===== src/hw/rtl/assert_macros.svh =====
// -----------------------------------------------------------------------------
// assert_macros.svh
// Assertion shorthands. Both expect clk_i and rst_ni in scope.
// -----------------------------------------------------------------------------
`ifndef ASSERT_MACROS_SVH
`define ASSERT_MACROS_SVH

// property must hold at every clock edge outside reset
`define CRPD_ASSERT(lbl, prop) \
  lbl: assert property (@(posedge clk_i) disable iff (!rst_ni) (prop)) \
    else $error("assertion failed");

// boolean condition must never be true
`define CRPD_ASSERT_NEVER(lbl, cond) \
  `CRPD_ASSERT(lbl, !(cond))

`endif


===== src/hw/rtl/crpd_pkg.sv =====
// -----------------------------------------------------------------------------
// crpd_pkg
// Types, constants and helpers shared by the color region pixel detector.
// -----------------------------------------------------------------------------
package crpd_pkg;

  localparam int MAX_WIDTH_DEF  = 1024;
  localparam int MAX_HEIGHT_DEF = 1024;

  localparam int CNT_W     = 21;
  localparam logic [CNT_W-1:0] CNT_MAX = {CNT_W{1'b1}};
  localparam int CFG_W     = 11;
  localparam int CFG_IDX_W = 3;
  localparam int PCT_W     = 7;
  localparam int NUM_PARTS = 3;

  localparam int GREEN_MIN   = 50;
  localparam int YELLOW_MIN  = 150;
  localparam int YELLOW_GAP  = 50;
  localparam int DARK_PCT    = 25;
  localparam int FRONT_PCT   = 1;
  localparam int YEL_SIDE_PCT = 1;
  localparam int YEL_CTR_PCT = 4;
  localparam int PCT_SCALE   = 100;

  localparam int THIRDS     = 3;
  localparam int MIN_WIDTH  = 3;
  localparam int MIN_HEIGHT = 1;
  // floor(w/3) == (w * RECIP3) >> RECIP3_SH for w < 8192
  localparam int RECIP3     = 2731;
  localparam int RECIP3_SH  = 13;

  localparam int DEF_FRAME_WIDTH  = 64;
  localparam int DEF_FRAME_HEIGHT = 64;
  localparam int DEF_DARK_LEVEL   = 50;
  localparam int DEF_SIDE_PCT     = 20;
  localparam int DEF_FRONT_PCT    = 30;
  localparam int DEF_CENTER_PCT   = 5;

  localparam int QUEUE_DEPTH = 4;

  typedef enum logic [CFG_IDX_W-1:0] {
    CFG_FRAME_WIDTH      = 3'd0,
    CFG_FRAME_HEIGHT     = 3'd1,
    CFG_DARK_LEVEL       = 3'd2,
    CFG_GREEN_SIDE_PCT   = 3'd3,
    CFG_GREEN_FRONT_PCT  = 3'd4,
    CFG_GREEN_CENTER_PCT = 3'd5
  } cfg_idx_e;

  typedef enum logic [1:0] {
    PART_LEFT   = 2'd0,
    PART_CENTER = 2'd1,
    PART_RIGHT  = 2'd2
  } part_e;

  typedef struct packed {
    logic [7:0] red;
    logic [7:0] green;
    logic [7:0] blue;
    logic       frame_last;
  } pixel_t;

  typedef struct packed {
    logic             green_close;
    logic             green_in_front;
    logic             yellow_line;
    logic [CNT_W-1:0] left_green_count;
    logic [CNT_W-1:0] center_green_count;
    logic [CNT_W-1:0] right_green_count;
  } result_t;

  typedef struct packed {
    part_e part;
    logic  green;
    logic  yellow;
    logic  dark;
    logic  frame_last;
  } item_t;

  // width of the percent products: count*100 and pct*area
  function automatic int thr_width(input int max_w, input int max_h);
    int aw;
    aw = $clog2(max_w + 1) + $clog2(max_h + 1);
    return (aw + PCT_W > CNT_W + PCT_W) ? aw + PCT_W : CNT_W + PCT_W;
  endfunction

endpackage


===== src/hw/rtl/crpd_front.sv =====
// -----------------------------------------------------------------------------
// crpd_front
// Config registers, area thresholds, column counter, region select and pixel classing.
// -----------------------------------------------------------------------------
`include "assert_macros.svh"

module crpd_front import crpd_pkg::*; #(
  parameter int MAX_WIDTH  = MAX_WIDTH_DEF,
  parameter int MAX_HEIGHT = MAX_HEIGHT_DEF,
  parameter int TW         = thr_width(MAX_WIDTH_DEF, MAX_HEIGHT_DEF)
) (
  input  logic                 clk_i,
  input  logic                 rst_ni,
  input  logic                 cfg_we_i,
  input  logic [CFG_IDX_W-1:0] cfg_idx_i,
  input  logic [CFG_W-1:0]     cfg_wdata_i,
  input  logic                 in_valid_i,
  input  pixel_t               in_pixel_i,
  output logic                 in_stall_o,
  input  logic                 q_full_i,
  output logic                 q_wr_valid_o,
  output item_t                q_item_o,
  output logic [TW-1:0]        thr_side_o,
  output logic [TW-1:0]        thr_front_o,
  output logic [TW-1:0]        thr_center_o,
  output logic [TW-1:0]        thr_dark_o,
  output logic [TW-1:0]        thr_one_o,
  output logic [TW-1:0]        thr_four_o
);

  localparam int WW  = $clog2(MAX_WIDTH + 1);
  localparam int HW  = $clog2(MAX_HEIGHT + 1);
  localparam int CLW = $clog2(MAX_WIDTH);
  localparam int AW  = WW + HW;
  localparam int CW  = (WW > CFG_W) ? WW : CFG_W;
  localparam int CH  = (HW > CFG_W) ? HW : CFG_W;
  localparam int PW  = WW + RECIP3_SH;

  localparam int W_RST   = (DEF_FRAME_WIDTH > MAX_WIDTH) ? MAX_WIDTH : DEF_FRAME_WIDTH;
  localparam int H_RST   = (DEF_FRAME_HEIGHT > MAX_HEIGHT) ? MAX_HEIGHT : DEF_FRAME_HEIGHT;
  localparam int W3_RST  = W_RST / THIRDS;
  localparam int W23_RST = (2 * W_RST) / THIRDS;

  logic [WW-1:0]    w_q, w3_q, w23_q;
  logic [HW-1:0]    h_q;
  logic [7:0]       dark_q;
  logic [PCT_W-1:0] side_q, front_q, center_q;
  logic [CLW-1:0]   col_q, col_d;

  logic [AW-1:0] area_q;
  logic [TW-1:0] thr_side_q, thr_front_q, thr_center_q;
  logic [TW-1:0] thr_dark_q, thr_one_q, thr_four_q;

  logic [CW-1:0] wext, wclamp;
  logic [CH-1:0] hext, hclamp;
  logic [WW-1:0] wc, w3c, w3x3, wrem, w23c;
  logic [HW-1:0] hc;
  logic [PW-1:0] w3_prod;

  logic          acc;
  logic [CLW:0]  col_inc;
  logic [WW-1:0] col_ext;
  logic signed [9:0] diff_gb, diff_gr, diff_rb, half_g;
  logic [7:0]    r, g, b;
  logic          is_green, is_yellow, is_dark;
  part_e         part;

  // width clamp and thirds split, resolved at write time
  always_comb begin
    wext    = CW'(cfg_wdata_i);
    wclamp  = (wext < CW'(MIN_WIDTH)) ? CW'(MIN_WIDTH) :
              (wext > CW'(MAX_WIDTH)) ? CW'(MAX_WIDTH) : wext;
    wc      = wclamp[WW-1:0];
    w3_prod = PW'(wc) * PW'(RECIP3);
    w3c     = w3_prod[RECIP3_SH +: WW];
    w3x3    = WW'({w3c, 1'b0}) + w3c;
    wrem    = wc - w3x3;
    w23c    = WW'({w3c, 1'b0}) + WW'(wrem[1:0] == 2'd2);
    hext    = CH'(cfg_wdata_i);
    hclamp  = (hext < CH'(MIN_HEIGHT)) ? CH'(MIN_HEIGHT) :
              (hext > CH'(MAX_HEIGHT)) ? CH'(MAX_HEIGHT) : hext;
    hc      = hclamp[HW-1:0];
  end

  always_ff @(posedge clk_i or negedge rst_ni) begin
    if (!rst_ni) begin
      w_q      <= WW'(W_RST);
      w3_q     <= WW'(W3_RST);
      w23_q    <= WW'(W23_RST);
      h_q      <= HW'(H_RST);
      dark_q   <= 8'(DEF_DARK_LEVEL);
      side_q   <= PCT_W'(DEF_SIDE_PCT);
      front_q  <= PCT_W'(DEF_FRONT_PCT);
      center_q <= PCT_W'(DEF_CENTER_PCT);
    end else if (cfg_we_i) begin
      case (cfg_idx_i)
        CFG_FRAME_WIDTH: begin
          w_q   <= wc;
          w3_q  <= w3c;
          w23_q <= w23c;
        end
        CFG_FRAME_HEIGHT:     h_q      <= hc;
        CFG_DARK_LEVEL:       dark_q   <= cfg_wdata_i[7:0];
        CFG_GREEN_SIDE_PCT:   side_q   <= cfg_wdata_i[PCT_W-1:0];
        CFG_GREEN_FRONT_PCT:  front_q  <= cfg_wdata_i[PCT_W-1:0];
        CFG_GREEN_CENTER_PCT: center_q <= cfg_wdata_i[PCT_W-1:0];
        default: ;
      endcase
    end
  end

  // registered region area, then percent thresholds registered from area_q
  always_ff @(posedge clk_i) begin
    area_q       <= AW'(w3_q) * AW'(h_q);
    thr_side_q   <= TW'(side_q) * TW'(area_q);
    thr_front_q  <= TW'(front_q) * TW'(area_q);
    thr_center_q <= TW'(center_q) * TW'(area_q);
    thr_dark_q   <= TW'(area_q) * TW'(DARK_PCT);
    thr_one_q    <= TW'(area_q) * TW'(FRONT_PCT);
    thr_four_q   <= TW'(area_q) * TW'(YEL_CTR_PCT);
  end

  assign thr_side_o   = thr_side_q;
  assign thr_front_o  = thr_front_q;
  assign thr_center_o = thr_center_q;
  assign thr_dark_o   = thr_dark_q;
  assign thr_one_o    = thr_one_q;
  assign thr_four_o   = thr_four_q;

  assign acc        = in_valid_i && !q_full_i;
  assign in_stall_o = q_full_i;

  always_comb begin
    r       = in_pixel_i.red;
    g       = in_pixel_i.green;
    b       = in_pixel_i.blue;
    diff_gb = $signed({2'b00, g}) - $signed({2'b00, b});
    diff_gr = $signed({2'b00, g}) - $signed({2'b00, r});
    diff_rb = $signed({2'b00, r}) - $signed({2'b00, b});
    half_g  = $signed({3'b000, g[7:1]});
    is_green  = (g >= 8'(GREEN_MIN)) && (diff_gb >= half_g) && (diff_gr >= half_g);
    is_yellow = (r >= 8'(YELLOW_MIN)) && (g >= 8'(YELLOW_MIN)) &&
                (diff_rb >= $signed(10'(YELLOW_GAP))) &&
                (diff_gb >= $signed(10'(YELLOW_GAP)));
    is_dark   = (r < dark_q) && (g < dark_q) && (b < dark_q);

    col_ext = WW'(col_q);
    if (col_ext < w3_q) begin
      part = PART_LEFT;
    end else if (col_ext < w23_q) begin
      part = PART_CENTER;
    end else begin
      part = PART_RIGHT;
    end

    col_inc = {1'b0, col_q} + (CLW+1)'(1);
    if (in_pixel_i.frame_last || (col_inc >= (CLW+1)'(w_q))) begin
      col_d = '0;
    end else begin
      col_d = col_inc[CLW-1:0];
    end
  end

  always_ff @(posedge clk_i or negedge rst_ni) begin
    if (!rst_ni) begin
      col_q <= '0;
    end else if (acc) begin
      col_q <= col_d;
    end
  end

  assign q_wr_valid_o         = acc;
  assign q_item_o.part        = part;
  assign q_item_o.green       = is_green;
  assign q_item_o.yellow      = is_yellow;
  assign q_item_o.dark        = is_dark;
  assign q_item_o.frame_last  = in_pixel_i.frame_last;

  `CRPD_ASSERT(a_col_clear_on_last, (acc && in_pixel_i.frame_last) |=> (col_q == '0))

endmodule


===== src/hw/rtl/crpd_queue.sv =====
// -----------------------------------------------------------------------------
// crpd_queue
// Small FIFO of classified pixels between front and back.
// -----------------------------------------------------------------------------
`include "assert_macros.svh"

module crpd_queue import crpd_pkg::*; (
  input  logic  clk_i,
  input  logic  rst_ni,
  input  logic  wr_valid_i,
  input  item_t wr_item_i,
  output logic  full_o,
  output logic  rd_valid_o,
  output item_t rd_item_o,
  input  logic  rd_en_i
);

  localparam int PTR_W = $clog2(QUEUE_DEPTH);

  item_t            mem_q [QUEUE_DEPTH];
  logic [PTR_W-1:0] wr_ptr_q, rd_ptr_q;
  logic [PTR_W:0]   cnt_q;
  logic             push, pop;

  assign full_o     = (cnt_q == (PTR_W+1)'(QUEUE_DEPTH));
  assign rd_valid_o = (cnt_q != '0);
  assign rd_item_o  = mem_q[rd_ptr_q];
  assign push       = wr_valid_i && !full_o;
  assign pop        = rd_en_i && rd_valid_o;

  always_ff @(posedge clk_i) begin
    if (push) begin
      mem_q[wr_ptr_q] <= wr_item_i;
    end
  end

  always_ff @(posedge clk_i or negedge rst_ni) begin
    if (!rst_ni) begin
      wr_ptr_q <= '0;
      rd_ptr_q <= '0;
      cnt_q    <= '0;
    end else begin
      if (push) begin
        wr_ptr_q <= wr_ptr_q + PTR_W'(1);
      end
      if (pop) begin
        rd_ptr_q <= rd_ptr_q + PTR_W'(1);
      end
      cnt_q <= cnt_q + (PTR_W+1)'(push) - (PTR_W+1)'(pop);
    end
  end

  `CRPD_ASSERT_NEVER(a_cnt_bound, cnt_q > (PTR_W+1)'(QUEUE_DEPTH))
  `CRPD_ASSERT(a_no_pop_empty, rd_en_i |-> rd_valid_o)

endmodule


===== src/hw/rtl/crpd_back.sv =====
// -----------------------------------------------------------------------------
// crpd_back
// Per-region class counters, frame-end percent tests and result register.
// -----------------------------------------------------------------------------
`include "assert_macros.svh"

module crpd_back import crpd_pkg::*; #(
  parameter int TW = thr_width(MAX_WIDTH_DEF, MAX_HEIGHT_DEF)
) (
  input  logic          clk_i,
  input  logic          rst_ni,
  input  logic          q_valid_i,
  input  item_t         q_item_i,
  output logic          q_rd_o,
  input  logic [TW-1:0] thr_side_i,
  input  logic [TW-1:0] thr_front_i,
  input  logic [TW-1:0] thr_center_i,
  input  logic [TW-1:0] thr_dark_i,
  input  logic [TW-1:0] thr_one_i,
  input  logic [TW-1:0] thr_four_i,
  output logic          out_valid_o,
  input  logic          out_stall_i,
  output result_t       out_result_o
);

  logic [CNT_W-1:0] grn_q [NUM_PARTS];
  logic [CNT_W-1:0] yel_q [NUM_PARTS];
  logic [CNT_W-1:0] drk_q [NUM_PARTS];
  logic [CNT_W-1:0] grn_b [NUM_PARTS];
  logic [CNT_W-1:0] yel_b [NUM_PARTS];
  logic [CNT_W-1:0] drk_b [NUM_PARTS];

  logic [CNT_W-1:0] s1_grn_q [NUM_PARTS];
  logic [CNT_W-1:0] s1_yel_q [NUM_PARTS];
  logic [CNT_W-1:0] s1_drk_q [NUM_PARTS];
  logic             s1_v_q;

  logic [CNT_W-1:0] s2_grn_q [NUM_PARTS];
  logic [TW-1:0]    p_grn_q [NUM_PARTS];
  logic [TW-1:0]    p_yel_q [NUM_PARTS];
  logic [TW-1:0]    p_drk_q [NUM_PARTS];
  logic             s2_gtl_q, s2_gtr_q, s2_v_q;

  logic    out_v_q;
  result_t res_q, res_d;
  logic    en, pop, last, sel, any_dark;

  assign en     = !out_v_q || !out_stall_i;
  assign pop    = q_valid_i && en;
  assign last   = q_item_i.frame_last;
  assign q_rd_o = pop;

  always_comb begin
    for (int i = 0; i < NUM_PARTS; i++) begin
      sel      = (q_item_i.part == part_e'(i));
      grn_b[i] = grn_q[i] + CNT_W'(sel && q_item_i.green && (grn_q[i] != CNT_MAX));
      yel_b[i] = yel_q[i] + CNT_W'(sel && q_item_i.yellow && (yel_q[i] != CNT_MAX));
      drk_b[i] = drk_q[i] + CNT_W'(sel && q_item_i.dark && (drk_q[i] != CNT_MAX));
    end
  end

  always_ff @(posedge clk_i or negedge rst_ni) begin
    if (!rst_ni) begin
      for (int i = 0; i < NUM_PARTS; i++) begin
        grn_q[i] <= '0;
        yel_q[i] <= '0;
        drk_q[i] <= '0;
      end
      s1_v_q  <= 1'b0;
      s2_v_q  <= 1'b0;
      out_v_q <= 1'b0;
    end else begin
      if (pop) begin
        for (int i = 0; i < NUM_PARTS; i++) begin
          grn_q[i] <= last ? '0 : grn_b[i];
          yel_q[i] <= last ? '0 : yel_b[i];
          drk_q[i] <= last ? '0 : drk_b[i];
        end
      end
      if (en) begin
        s1_v_q  <= pop && last;
        s2_v_q  <= s1_v_q;
        out_v_q <= s2_v_q;
      end
    end
  end

  always_comb begin
    any_dark = 1'b0;
    for (int i = 0; i < NUM_PARTS; i++) begin
      any_dark = any_dark || (p_drk_q[i] > thr_dark_i);
    end
    res_d.green_close    = (p_grn_q[PART_LEFT] > thr_side_i) ||
                           (p_grn_q[PART_CENTER] > thr_front_i) ||
                           (p_grn_q[PART_RIGHT] > thr_side_i);
    res_d.green_in_front = ((p_grn_q[PART_CENTER] > thr_center_i) && s2_gtl_q && s2_gtr_q) ||
                           ((p_grn_q[PART_CENTER] > thr_one_i) && any_dark);
    res_d.yellow_line    = (p_yel_q[PART_LEFT] > thr_one_i) &&
                           (p_yel_q[PART_CENTER] > thr_four_i) &&
                           (p_yel_q[PART_RIGHT] > thr_one_i);
    res_d.left_green_count   = s2_grn_q[PART_LEFT];
    res_d.center_green_count = s2_grn_q[PART_CENTER];
    res_d.right_green_count  = s2_grn_q[PART_RIGHT];
  end

  always_ff @(posedge clk_i) begin
    if (pop && last) begin
      for (int i = 0; i < NUM_PARTS; i++) begin
        s1_grn_q[i] <= grn_b[i];
        s1_yel_q[i] <= yel_b[i];
        s1_drk_q[i] <= drk_b[i];
      end
    end
    if (en) begin
      for (int i = 0; i < NUM_PARTS; i++) begin
        s2_grn_q[i] <= s1_grn_q[i];
        p_grn_q[i]  <= TW'(s1_grn_q[i]) * TW'(PCT_SCALE);
        p_yel_q[i]  <= TW'(s1_yel_q[i]) * TW'(PCT_SCALE);
        p_drk_q[i]  <= TW'(s1_drk_q[i]) * TW'(PCT_SCALE);
      end
      s2_gtl_q <= s1_grn_q[PART_CENTER] > s1_grn_q[PART_LEFT];
      s2_gtr_q <= s1_grn_q[PART_CENTER] > s1_grn_q[PART_RIGHT];
      res_q    <= res_d;
    end
  end

  assign out_valid_o  = out_v_q;
  assign out_result_o = res_q;

  `CRPD_ASSERT(a_clear_on_last, (pop && last) |=> ((grn_q[0] == '0) && (grn_q[1] == '0) && (grn_q[2] == '0)))
  `CRPD_ASSERT(a_stage_order, (en && s1_v_q) |=> s2_v_q)

endmodule


===== src/hw/rtl/color_region_pixel_detector_core.sv =====
// -----------------------------------------------------------------------------
// color_region_pixel_detector_core
// Counts green, yellow and dark pixels per third of the frame and flags
// green objects and yellow lines at frame end.
// -----------------------------------------------------------------------------
// Takes one pixel per clock in raster order; in_stall_o rises only when the
// four-entry pixel queue is full, which happens only while the result side is
// stalled. A result beat follows each accepted frame_last pixel once it has
// passed the queue, the count snapshot, the percent products and the result
// register. Width and height writes feed a registered area/threshold chain:
// the area register, then the threshold registers.
module color_region_pixel_detector_core import crpd_pkg::*; #(
  parameter int MAX_WIDTH  = MAX_WIDTH_DEF,
  parameter int MAX_HEIGHT = MAX_HEIGHT_DEF
) (
  input  logic                 clk_i,
  input  logic                 rst_ni,
  input  logic                 cfg_we_i,
  input  logic [CFG_IDX_W-1:0] cfg_idx_i,
  input  logic [CFG_W-1:0]     cfg_wdata_i,
  input  logic                 in_valid_i,
  output logic                 in_stall_o,
  input  pixel_t               in_pixel_i,
  output logic                 out_valid_o,
  input  logic                 out_stall_i,
  output result_t              out_result_o
);

  localparam int TW = thr_width(MAX_WIDTH, MAX_HEIGHT);

  logic          q_full, q_wr_valid, q_rd_valid, q_rd;
  item_t         q_wr_item, q_rd_item;
  logic [TW-1:0] thr_side, thr_front, thr_center, thr_dark, thr_one, thr_four;

  crpd_front #(
    .MAX_WIDTH  (MAX_WIDTH),
    .MAX_HEIGHT (MAX_HEIGHT),
    .TW         (TW)
  ) u_front (
    .clk_i        (clk_i),
    .rst_ni       (rst_ni),
    .cfg_we_i     (cfg_we_i),
    .cfg_idx_i    (cfg_idx_i),
    .cfg_wdata_i  (cfg_wdata_i),
    .in_valid_i   (in_valid_i),
    .in_pixel_i   (in_pixel_i),
    .in_stall_o   (in_stall_o),
    .q_full_i     (q_full),
    .q_wr_valid_o (q_wr_valid),
    .q_item_o     (q_wr_item),
    .thr_side_o   (thr_side),
    .thr_front_o  (thr_front),
    .thr_center_o (thr_center),
    .thr_dark_o   (thr_dark),
    .thr_one_o    (thr_one),
    .thr_four_o   (thr_four)
  );

  crpd_queue u_queue (
    .clk_i      (clk_i),
    .rst_ni     (rst_ni),
    .wr_valid_i (q_wr_valid),
    .wr_item_i  (q_wr_item),
    .full_o     (q_full),
    .rd_valid_o (q_rd_valid),
    .rd_item_o  (q_rd_item),
    .rd_en_i    (q_rd)
  );

  crpd_back #(
    .TW (TW)
  ) u_back (
    .clk_i        (clk_i),
    .rst_ni       (rst_ni),
    .q_valid_i    (q_rd_valid),
    .q_item_i     (q_rd_item),
    .q_rd_o       (q_rd),
    .thr_side_i   (thr_side),
    .thr_front_i  (thr_front),
    .thr_center_i (thr_center),
    .thr_dark_i   (thr_dark),
    .thr_one_i    (thr_one),
    .thr_four_i   (thr_four),
    .out_valid_o  (out_valid_o),
    .out_stall_i  (out_stall_i),
    .out_result_o (out_result_o)
  );

endmodule


===== config.mk =====
export PLATFORM = sky130hd
export DESIGN_NAME = color_region_pixel_detector_core
export DESIGN_NICKNAME = d
export VERILOG_FILES = /design/src/hw/rtl/crpd_pkg.sv /design/src/hw/rtl/crpd_front.sv /design/src/hw/rtl/crpd_queue.sv /design/src/hw/rtl/crpd_back.sv /design/src/hw/rtl/color_region_pixel_detector_core.sv
export VERILOG_INCLUDE_DIRS = /design/src /design/src/hw/rtl
export SDC_FILE = /design/constraint.sdc
export NUM_CORES = 2
export LEC_CHECK = 0
export BUFFER_PORTS_ARGS = -buffer_cell sky130_fd_sc_hd__buf_2
export CAP_MARGIN = 20
export CORE_MARGIN = 8
export CORE_UTILIZATION = 48
export DETAILED_ROUTE_END_ITERATION = 10
export PLACE_DENSITY = 0.73
export SYNTH_ARGS = -nofsm -noshare
export SYNTH_HDL_FRONTEND = slang
export SYNTH_SLANG_ARGS = --single-unit

===== constraint.sdc =====
create_clock -name clk_i -period 29.3 [get_ports clk_i]
set_input_delay 5.86 -clock clk_i [delete_from_list [all_inputs] [get_ports clk_i]]
set_output_delay 5.86 -clock clk_i [all_outputs]
set_load 0.03 [all_outputs]

### After elaboration in Yosys (flattened, before gate mapping)

Memories as Yosys holds them, arrays and structs flattened. A register that Yosys moved wholly into a read port is not among the register bits.
Index checks and enable logic that the tools add are counted.

| operators by class | value |
|---|---|
| add/sub/neg operators | 20 |
| $mul | 15 |
| divide/modulo/power cells | 0 |
| magnitude comparators | 29 |
| equal/unequal tests | 18 |
| shift operators | 0 |
| multiplexer cells | 21 |
| bitwise logic cells | 0 |
| reductions and logical operators | 54 |

Operators with widths:

| operator | number |
|---|---|
| multiplier 21 x 5 -> 26 bit, second input constant | 9 |
| adder 21 x 1 -> 21 bit | 9 |
| 2-to-1 mux 21 bit | 9 |
| inequality test 21 bit, second input constant | 9 |
| > comparator 29 bit | 4 |
| > comparator 29 x 22 -> 1 bit | 3 |
| > comparator 29 x 27 -> 1 bit | 3 |
| multiplier 7 x 22 -> 29 bit | 3 |
| > comparator 21 bit | 2 |
| logical AND 1 bit | 35 |
| 2-to-1 mux 11 bit | 3 |
| > comparator 29 x 24 -> 1 bit | 1 |
| multiplier 22 x 5 -> 27 bit, second input constant | 1 |
| subtractor 8 x 8 -> 9 bit | 3 |
| less-than comparator 8 bit | 3 |
| multiplier 11 x 12 -> 23 bit, second input constant | 1 |
| multiplier 10 x 11 -> 21 bit | 1 |
| greater-or-equal comparator 10 x 7 -> 1 bit, second input constant | 2 |
| greater-or-equal comparator 10 x 8 -> 1 bit | 2 |
| greater-or-equal comparator 8 bit, second input constant | 2 |
| AND reduction 2 bit | 6 |
| adder 10 x 1 -> 11 bit, second input constant | 1 |
| adder 11 x 1 -> 11 bit | 1 |
| greater-or-equal comparator 11 bit | 1 |
| 24 further kinds | 43 |

| word-level totals | value |
|---|---|
| bits in registers | 444 |
| latch bits | 0 |
| RAM bits | 510 |
| memory bits (read-only) | 0 |
| input bits | 44 |
| logic and storage cells | 200 |
| memories | 8 |

Memories:

| name | depth | width | read ports | clocked after Yosys merged registers in | wr ports | RTL line | text |
|---|---|---|---|---|---|---|---|
| u_back.p_drk_q | 3 | 26 | 3 | 0 | 3 | crpd_back.sv:41 | `logic [TW-1:0] p_drk_q [NUM_PARTS];` |
| u_back.p_grn_q | 3 | 26 | 3 | 0 | 3 | crpd_back.sv:39 | `logic [TW-1:0] p_grn_q [NUM_PARTS];` |
| u_back.p_yel_q | 3 | 26 | 3 | 0 | 3 | crpd_back.sv:40 | `logic [TW-1:0] p_yel_q [NUM_PARTS];` |
| u_back.s1_drk_q | 3 | 21 | 3 | 0 | 3 | crpd_back.sv:35 | `logic [CNT_W-1:0] s1_drk_q [NUM_PARTS];` |
| u_back.s1_grn_q | 3 | 21 | 3 | 0 | 3 | crpd_back.sv:33 | `logic [CNT_W-1:0] s1_grn_q [NUM_PARTS];` |
| u_back.s1_yel_q | 3 | 21 | 3 | 0 | 3 | crpd_back.sv:34 | `logic [CNT_W-1:0] s1_yel_q [NUM_PARTS];` |
| +2 memories | - | - | - | - | - | - |  |

### Longest topological paths before layout

| depth | value |
|---|---|
| depth in word-level cells | 8 |
| mapped depth | 27 |
| mapped depth without buffers | 25 |

### Cells and area by module

Synthesis repeated with hierarchy kept, for this count alone.

| second synthesis, totals | value |
|---|---|
| cell total of the unflattened synthesis | 8,232 |
| area, all modules | 84,079.4 µm² |

By module, submodules not included:

| module | times used | cells an instance | area each (µm²) | seq. area each (µm²) |
|---|---|---|---|---|
| crpd_back | 1 | 4,962 | 53,421.2 | 21,170.3 |
| crpd_front | 1 | 3,198 | 29,320.6 | 4,804.6 |
| crpd_queue | 1 | 72 | 1,337.5 | 895.9 |

### Worst setup path after synthesis

OpenSTA, ideal clock, no wires.

| path | value |
|---|---|
| path kind | input port to flip-flop |
| start | in out_stall_i |
| end | mem u_back.s1_drk_q[0][0], enable pin |
| arrival | 19.231 ns |
| path slack | 9.496 ns |
| cell stages on the path | 5 |
| path through | nand2_1 o31ai_1 inv_1 clkbuf_1 and2_1 |

RTL lines:

| element | RTL line | text |
|---|---|---|
| start: declaration | color_region_pixel_detector_core.sv:25 | `input logic out_stall_i,` |
| end: declaration | crpd_back.sv:35 |  |

### Worst setup path after layout

| path | value |
|---|---|
| start | in cfg_wdata_i[10] |
| end | reg u_front.w23_q[0] |

| between the ends | value |
|---|---|
| longest elaborated chain between the ends | 8 |

RTL lines:

| element | RTL line | text |
|---|---|---|
| start: declaration | color_region_pixel_detector_core.sv:20 | `input logic [CFG_W-1:0] cfg_wdata_i,` |
| > comparator 11 bit | crpd_front.sv:72 | `(wext > CW'(MAX_WIDTH)) ? CW'(MAX_WIDTH) : wext;` |
| 2-to-1 mux 11 bit | crpd_front.sv:72 |  |
| 2-to-1 mux 11 bit (*) | crpd_front.sv:71 | `wclamp = (wext < CW'(MIN_WIDTH)) ? CW'(MIN_WIDTH) :` |
| via u_front.wc[9] | crpd_front.sv:56 | `logic [WW-1:0] wc, w3c, w3x3, wrem, w23c;` |
| multiplier 11 x 12 -> 23 bit (*) | crpd_front.sv:74 | `w3_prod = PW'(wc) * PW'(RECIP3);` |
| adder 2 bit (*) | crpd_front.sv:76 | `w3x3 = WW'({w3c, 1'b0}) + w3c;` |
| subtractor 2 bit (*) | crpd_front.sv:77 | `wrem = wc - w3x3;` |
| == test 2 bit (*) | crpd_front.sv:78 | `w23c = WW'({w3c, 1'b0}) + WW'(wrem[1:0] == 2'd2);` |
| adder 11 x 1 -> 11 bit (*) | crpd_front.sv:78 |  |
| end signal: assignment | crpd_front.sv:89 | `w23_q <= WW'(W23_RST);` |
| end signal: assignment | crpd_front.sv:100 | `w23_q <= w23c;` |
| end: declaration | crpd_front.sv:44 | `logic [WW-1:0] w_q, w3_q, w23_q;` |

The timed path passes the listed nets; every way through them passes the cells marked *.
A chain may end at the register's enable or synchronous reset.

==> flow_summary.json <==
{
  "wl_per_cell_um": 18.12,
  "clk_latency_ps": 750,
  "die_w_um": 432.6,
  "slew_headroom_pct": 22.80,
  "yosys-top-cells-area": "edfxtp_1 21%, ha_1 20%, fa_1 13%",
  "r2r_cells": 17,
  "cp-end-kind": "flip-flop",
  "setup_tns_ps": 0,
  "syn-num-nets": 10200,
  "grt_antenna_before_repair": 7,
  "postRouteAntennaNets": 0,
  "ys_warn_count": 0,
  "htreeDepth": 3,
  "hold_end": "out_result_o[57]$_DFFE_PN_",
  "crit_buf_inv": 7,
  "async_flop_share_pct": 27.29,
  "min_period_ps": 11010,
  "start_util_pct": 48.13,
  "worst-path-max-fanout": 22,
  "final_layout_size_suffix_gt1_share_pct": 5.043,
  "setup_viol": 0,
  "synth_top_area_cell": "edfxtp_1",
  "critPathMaxStageDelay_ps": 540,
  "setup.worst_path.start_class": "input pin",
  "finalHoldViolCount": 0,
  "syn-instance-count": 8246,
  "cts_tree": "yes",
  "finClkSkew_ps": 43.00,
  "synthFlopType": "edfxtp_1",
  "dr.pass1.iters": 6,
  "hpwlAfterDp_mm": 150.6,
  "regToRegSetupSlack_ps": 23070,
  "grt_use_total_pct": 20.79,
  "avgSynthCellArea_sq_um": 10.10,
  "synth_edf_count": 569,
  "maxCapViolCount": 0,
  "seq_area_frac_synth_pct": 32.36,
  "synth_cell_types": 81,
  "drtIter0Drc": 3446,
  "worstMarginPinSlew_ps": 1158,
  "die_area_sq_um": 187100,
  "finalWorstSetupSlack_ps": 18290,
  "r2r-start": "u_front.front_q[4]$_DFFE_PN1P_",
  "place_area_sq_um": 86400,
  "grt_pass1_wl_mm": 316.3,
  "hold_buffers": 0,
  "reg_top3": "u_back.p_drk_q x78, u_back.p_grn_q x78, u_back.p_yel_q x78",
  "nNetsFinal": 10270,
  "cts_max_path_buffers": 3,
  "r2r_end": "u_front.thr_front_o[27]$_DFF_P_",
  "critical_path.top_delay_family": "adder cells",
  "synth_top_area_share_pct": 20.51,
  "synth_seq_cells": 993,
  "crit_top_cell": "inv_1",
  "yosysMostFrequentCell": "inv_1",
  "worstHoldStart": "u_back.s2_grn_q[0][15]$_DFFE_PN_",
  "cts_root_buf": "clkbuf_16",
  "rows": 153,
  "cts_buffers": 107,
  "crit_slowest_cell": "fa_1",
  "port_buffers": 111,
  "fin_crit_sh_pct": 37.58,
  "drt-total-wl_mm": 194.5,
  "clock_sinks": 993,
  "drc": 0,
  "rsz0062_at_grt": "no",
  "slew_violations": 0,
  "cp.required_ps": 29960,
  "num_vias": 58120,
  "ioPinCount": 112,
  "area_delta_synth_final_pct": 8.193,
  "vias_per_cell": 5.415,
  "min_path_type": "reg -> reg",
  "fillers": 15090,
  "post-cts-setup-buffers": 0,
  "fmaxAchievable_ghz": 0.09082,
  "hold_depth": 0,
  "crit_type": "in -> reg",
  "coreArea_sq_um": 173100,
  "pre_cts_slack_ps": 17500,
  "grt_overflow": 0,
  "crit_arrival_ps": 11670,
  "synthTopCellsByCount": "1483 x inv_1, 1362 x ha_1, 762 x nand2_1",
  "ctsResizeCount": 0,
  "clkTransAtPathRegs_ps": 60,
  "first_global_vias": 61160,
  "status": "completed",
  "die_y_um": 432.6,
  "netlist_area_sq_um": 83290,
  "fin_area_sq_um": 90110,
  "grt_max_degree": 156,
  "gp_congestion": 0.8794
}
==> kinds of logic (layout without fill, tap and decap cells) <==
kind of cell / Yosys count / after routing / share of synthesized area, %
flip-flops: 993 / 993 / 32.36
adder cells (fa/ha/maj): 1909 / 1909 / 33.61
other: 0 / 1 / 0
AO/OA/AOI/OAI: 1338 / 1338 / 10.44
buffers and inverters: 1682 / 1843 / 7.585
XOR/XNOR: 500 / 500 / 5.258
AND/OR/NAND/NOR: 1792 / 1792 / 10.24
multiplexers: 32 / 32 / 0.5123
==> worst register-to-register path: stages (launching register included) <==
cell and delay [ps]:
dfstp_2 910, nand2_1 170, fa_1 490, fa_1 520, fa_1 550, inv_1 60, fa_1 480, ha_1 360
a21oi_1 280, o211ai_1 170, a41oi_1 410, o22ai_1 200, a221oi_1 470, nand2b_1 210, a211oi_1 110, a211oi_1 400
a21oi_1 140, xor2_1 150
==> how the worst max path moves through the flow <==
stage | cells past startpoint | end | slack (ps) | from
after CTS | 26 | u_front.w23_q[0]$_DFFE_PN0P_ | 18290 | cfg_wdata_i[10]
after global placement | 26 | u_front.w23_q[0]$_DFFE_PN0P_ | 17540 | cfg_wdata_i[10]
after detailed placement | 26 | u_front.w23_q[0]$_DFFE_PN0P_ | 17500 | cfg_wdata_i[10]
after global routing | 26 | u_front.w23_q[0]$_DFFE_PN0P_ | 17860 | cfg_wdata_i[10]
after floorplan | 5 | u_back.s1_drk_q[0][0]$_DFFE_PP_ | 9500 | out_stall_i
final | 26 | u_front.w23_q[0]$_DFFE_PN0P_ | 18290 | cfg_wdata_i[10]
==> per-stage QoR <==
| stage | hold slack (ps) | utilization [%] | std cells |
|---|---|---|---|
| CTS | 396.3 | 52.04 | 10730 |
| floorplan | 388.1 | - | 8246 |
| global route | 399.1 | 52.07 | 10730 |
| finish | 389.5 | 52.07 | 10730 |
| detailed placement | 404.5 | 49.92 | 10530 |
| global placement | 402.2 | 49.92 | 10530 |
==> cells in the final DEF (no fill, tap or decap), drive strengths merged, types with 156 or more instances in the layout <==
| cell type | instances |
|---|---|
| dfrtp | 255 |
| a21oi | 355 |
| xor2 | 182 |
| buf | 156 |
| o21ai | 309 |
| nor2 | 256 |
| edfxtp | 569 |
| xnor2 | 318 |
| and2 | 207 |
| nand2 | 762 |
| inv | 1495 |
| a21o | 191 |
| ha | 1362 |
| fa | 547 |
==> metal layers <==
layer | vias up | part of all wire [%] | track usage [%]
met5 | - | 0.0067 | 0
li1 | 27790 | - | -
met1 | 28410 | 41 | 25.30
met4 | 2 | 5.0 | 9.673
met2 | 1482 | 49 | 36.73
met3 | 437 | 4.8 | 2.545
==> final cells by class <==
class | count | area (sq um) | area share, %
clock inverter | 72 | 763.2 | 0.8470
clock buffer | 131 | 2902 | 3.220
antenna | 1 | 2.502 | 0.002777
timing repair buffer | 157 | 952.2 | 1.057
sequential | 993 | 26950 | 29.91
inverter | 1483 | 5567 | 6.177
tap | 2325 | 2909 | 3.228
multi-input combinational | 5571 | 50070 | 55.56
Power is left out: the tool's default activity adds up to more than one toggle a clock period on the data nets, which glitch-free logic cannot reach.
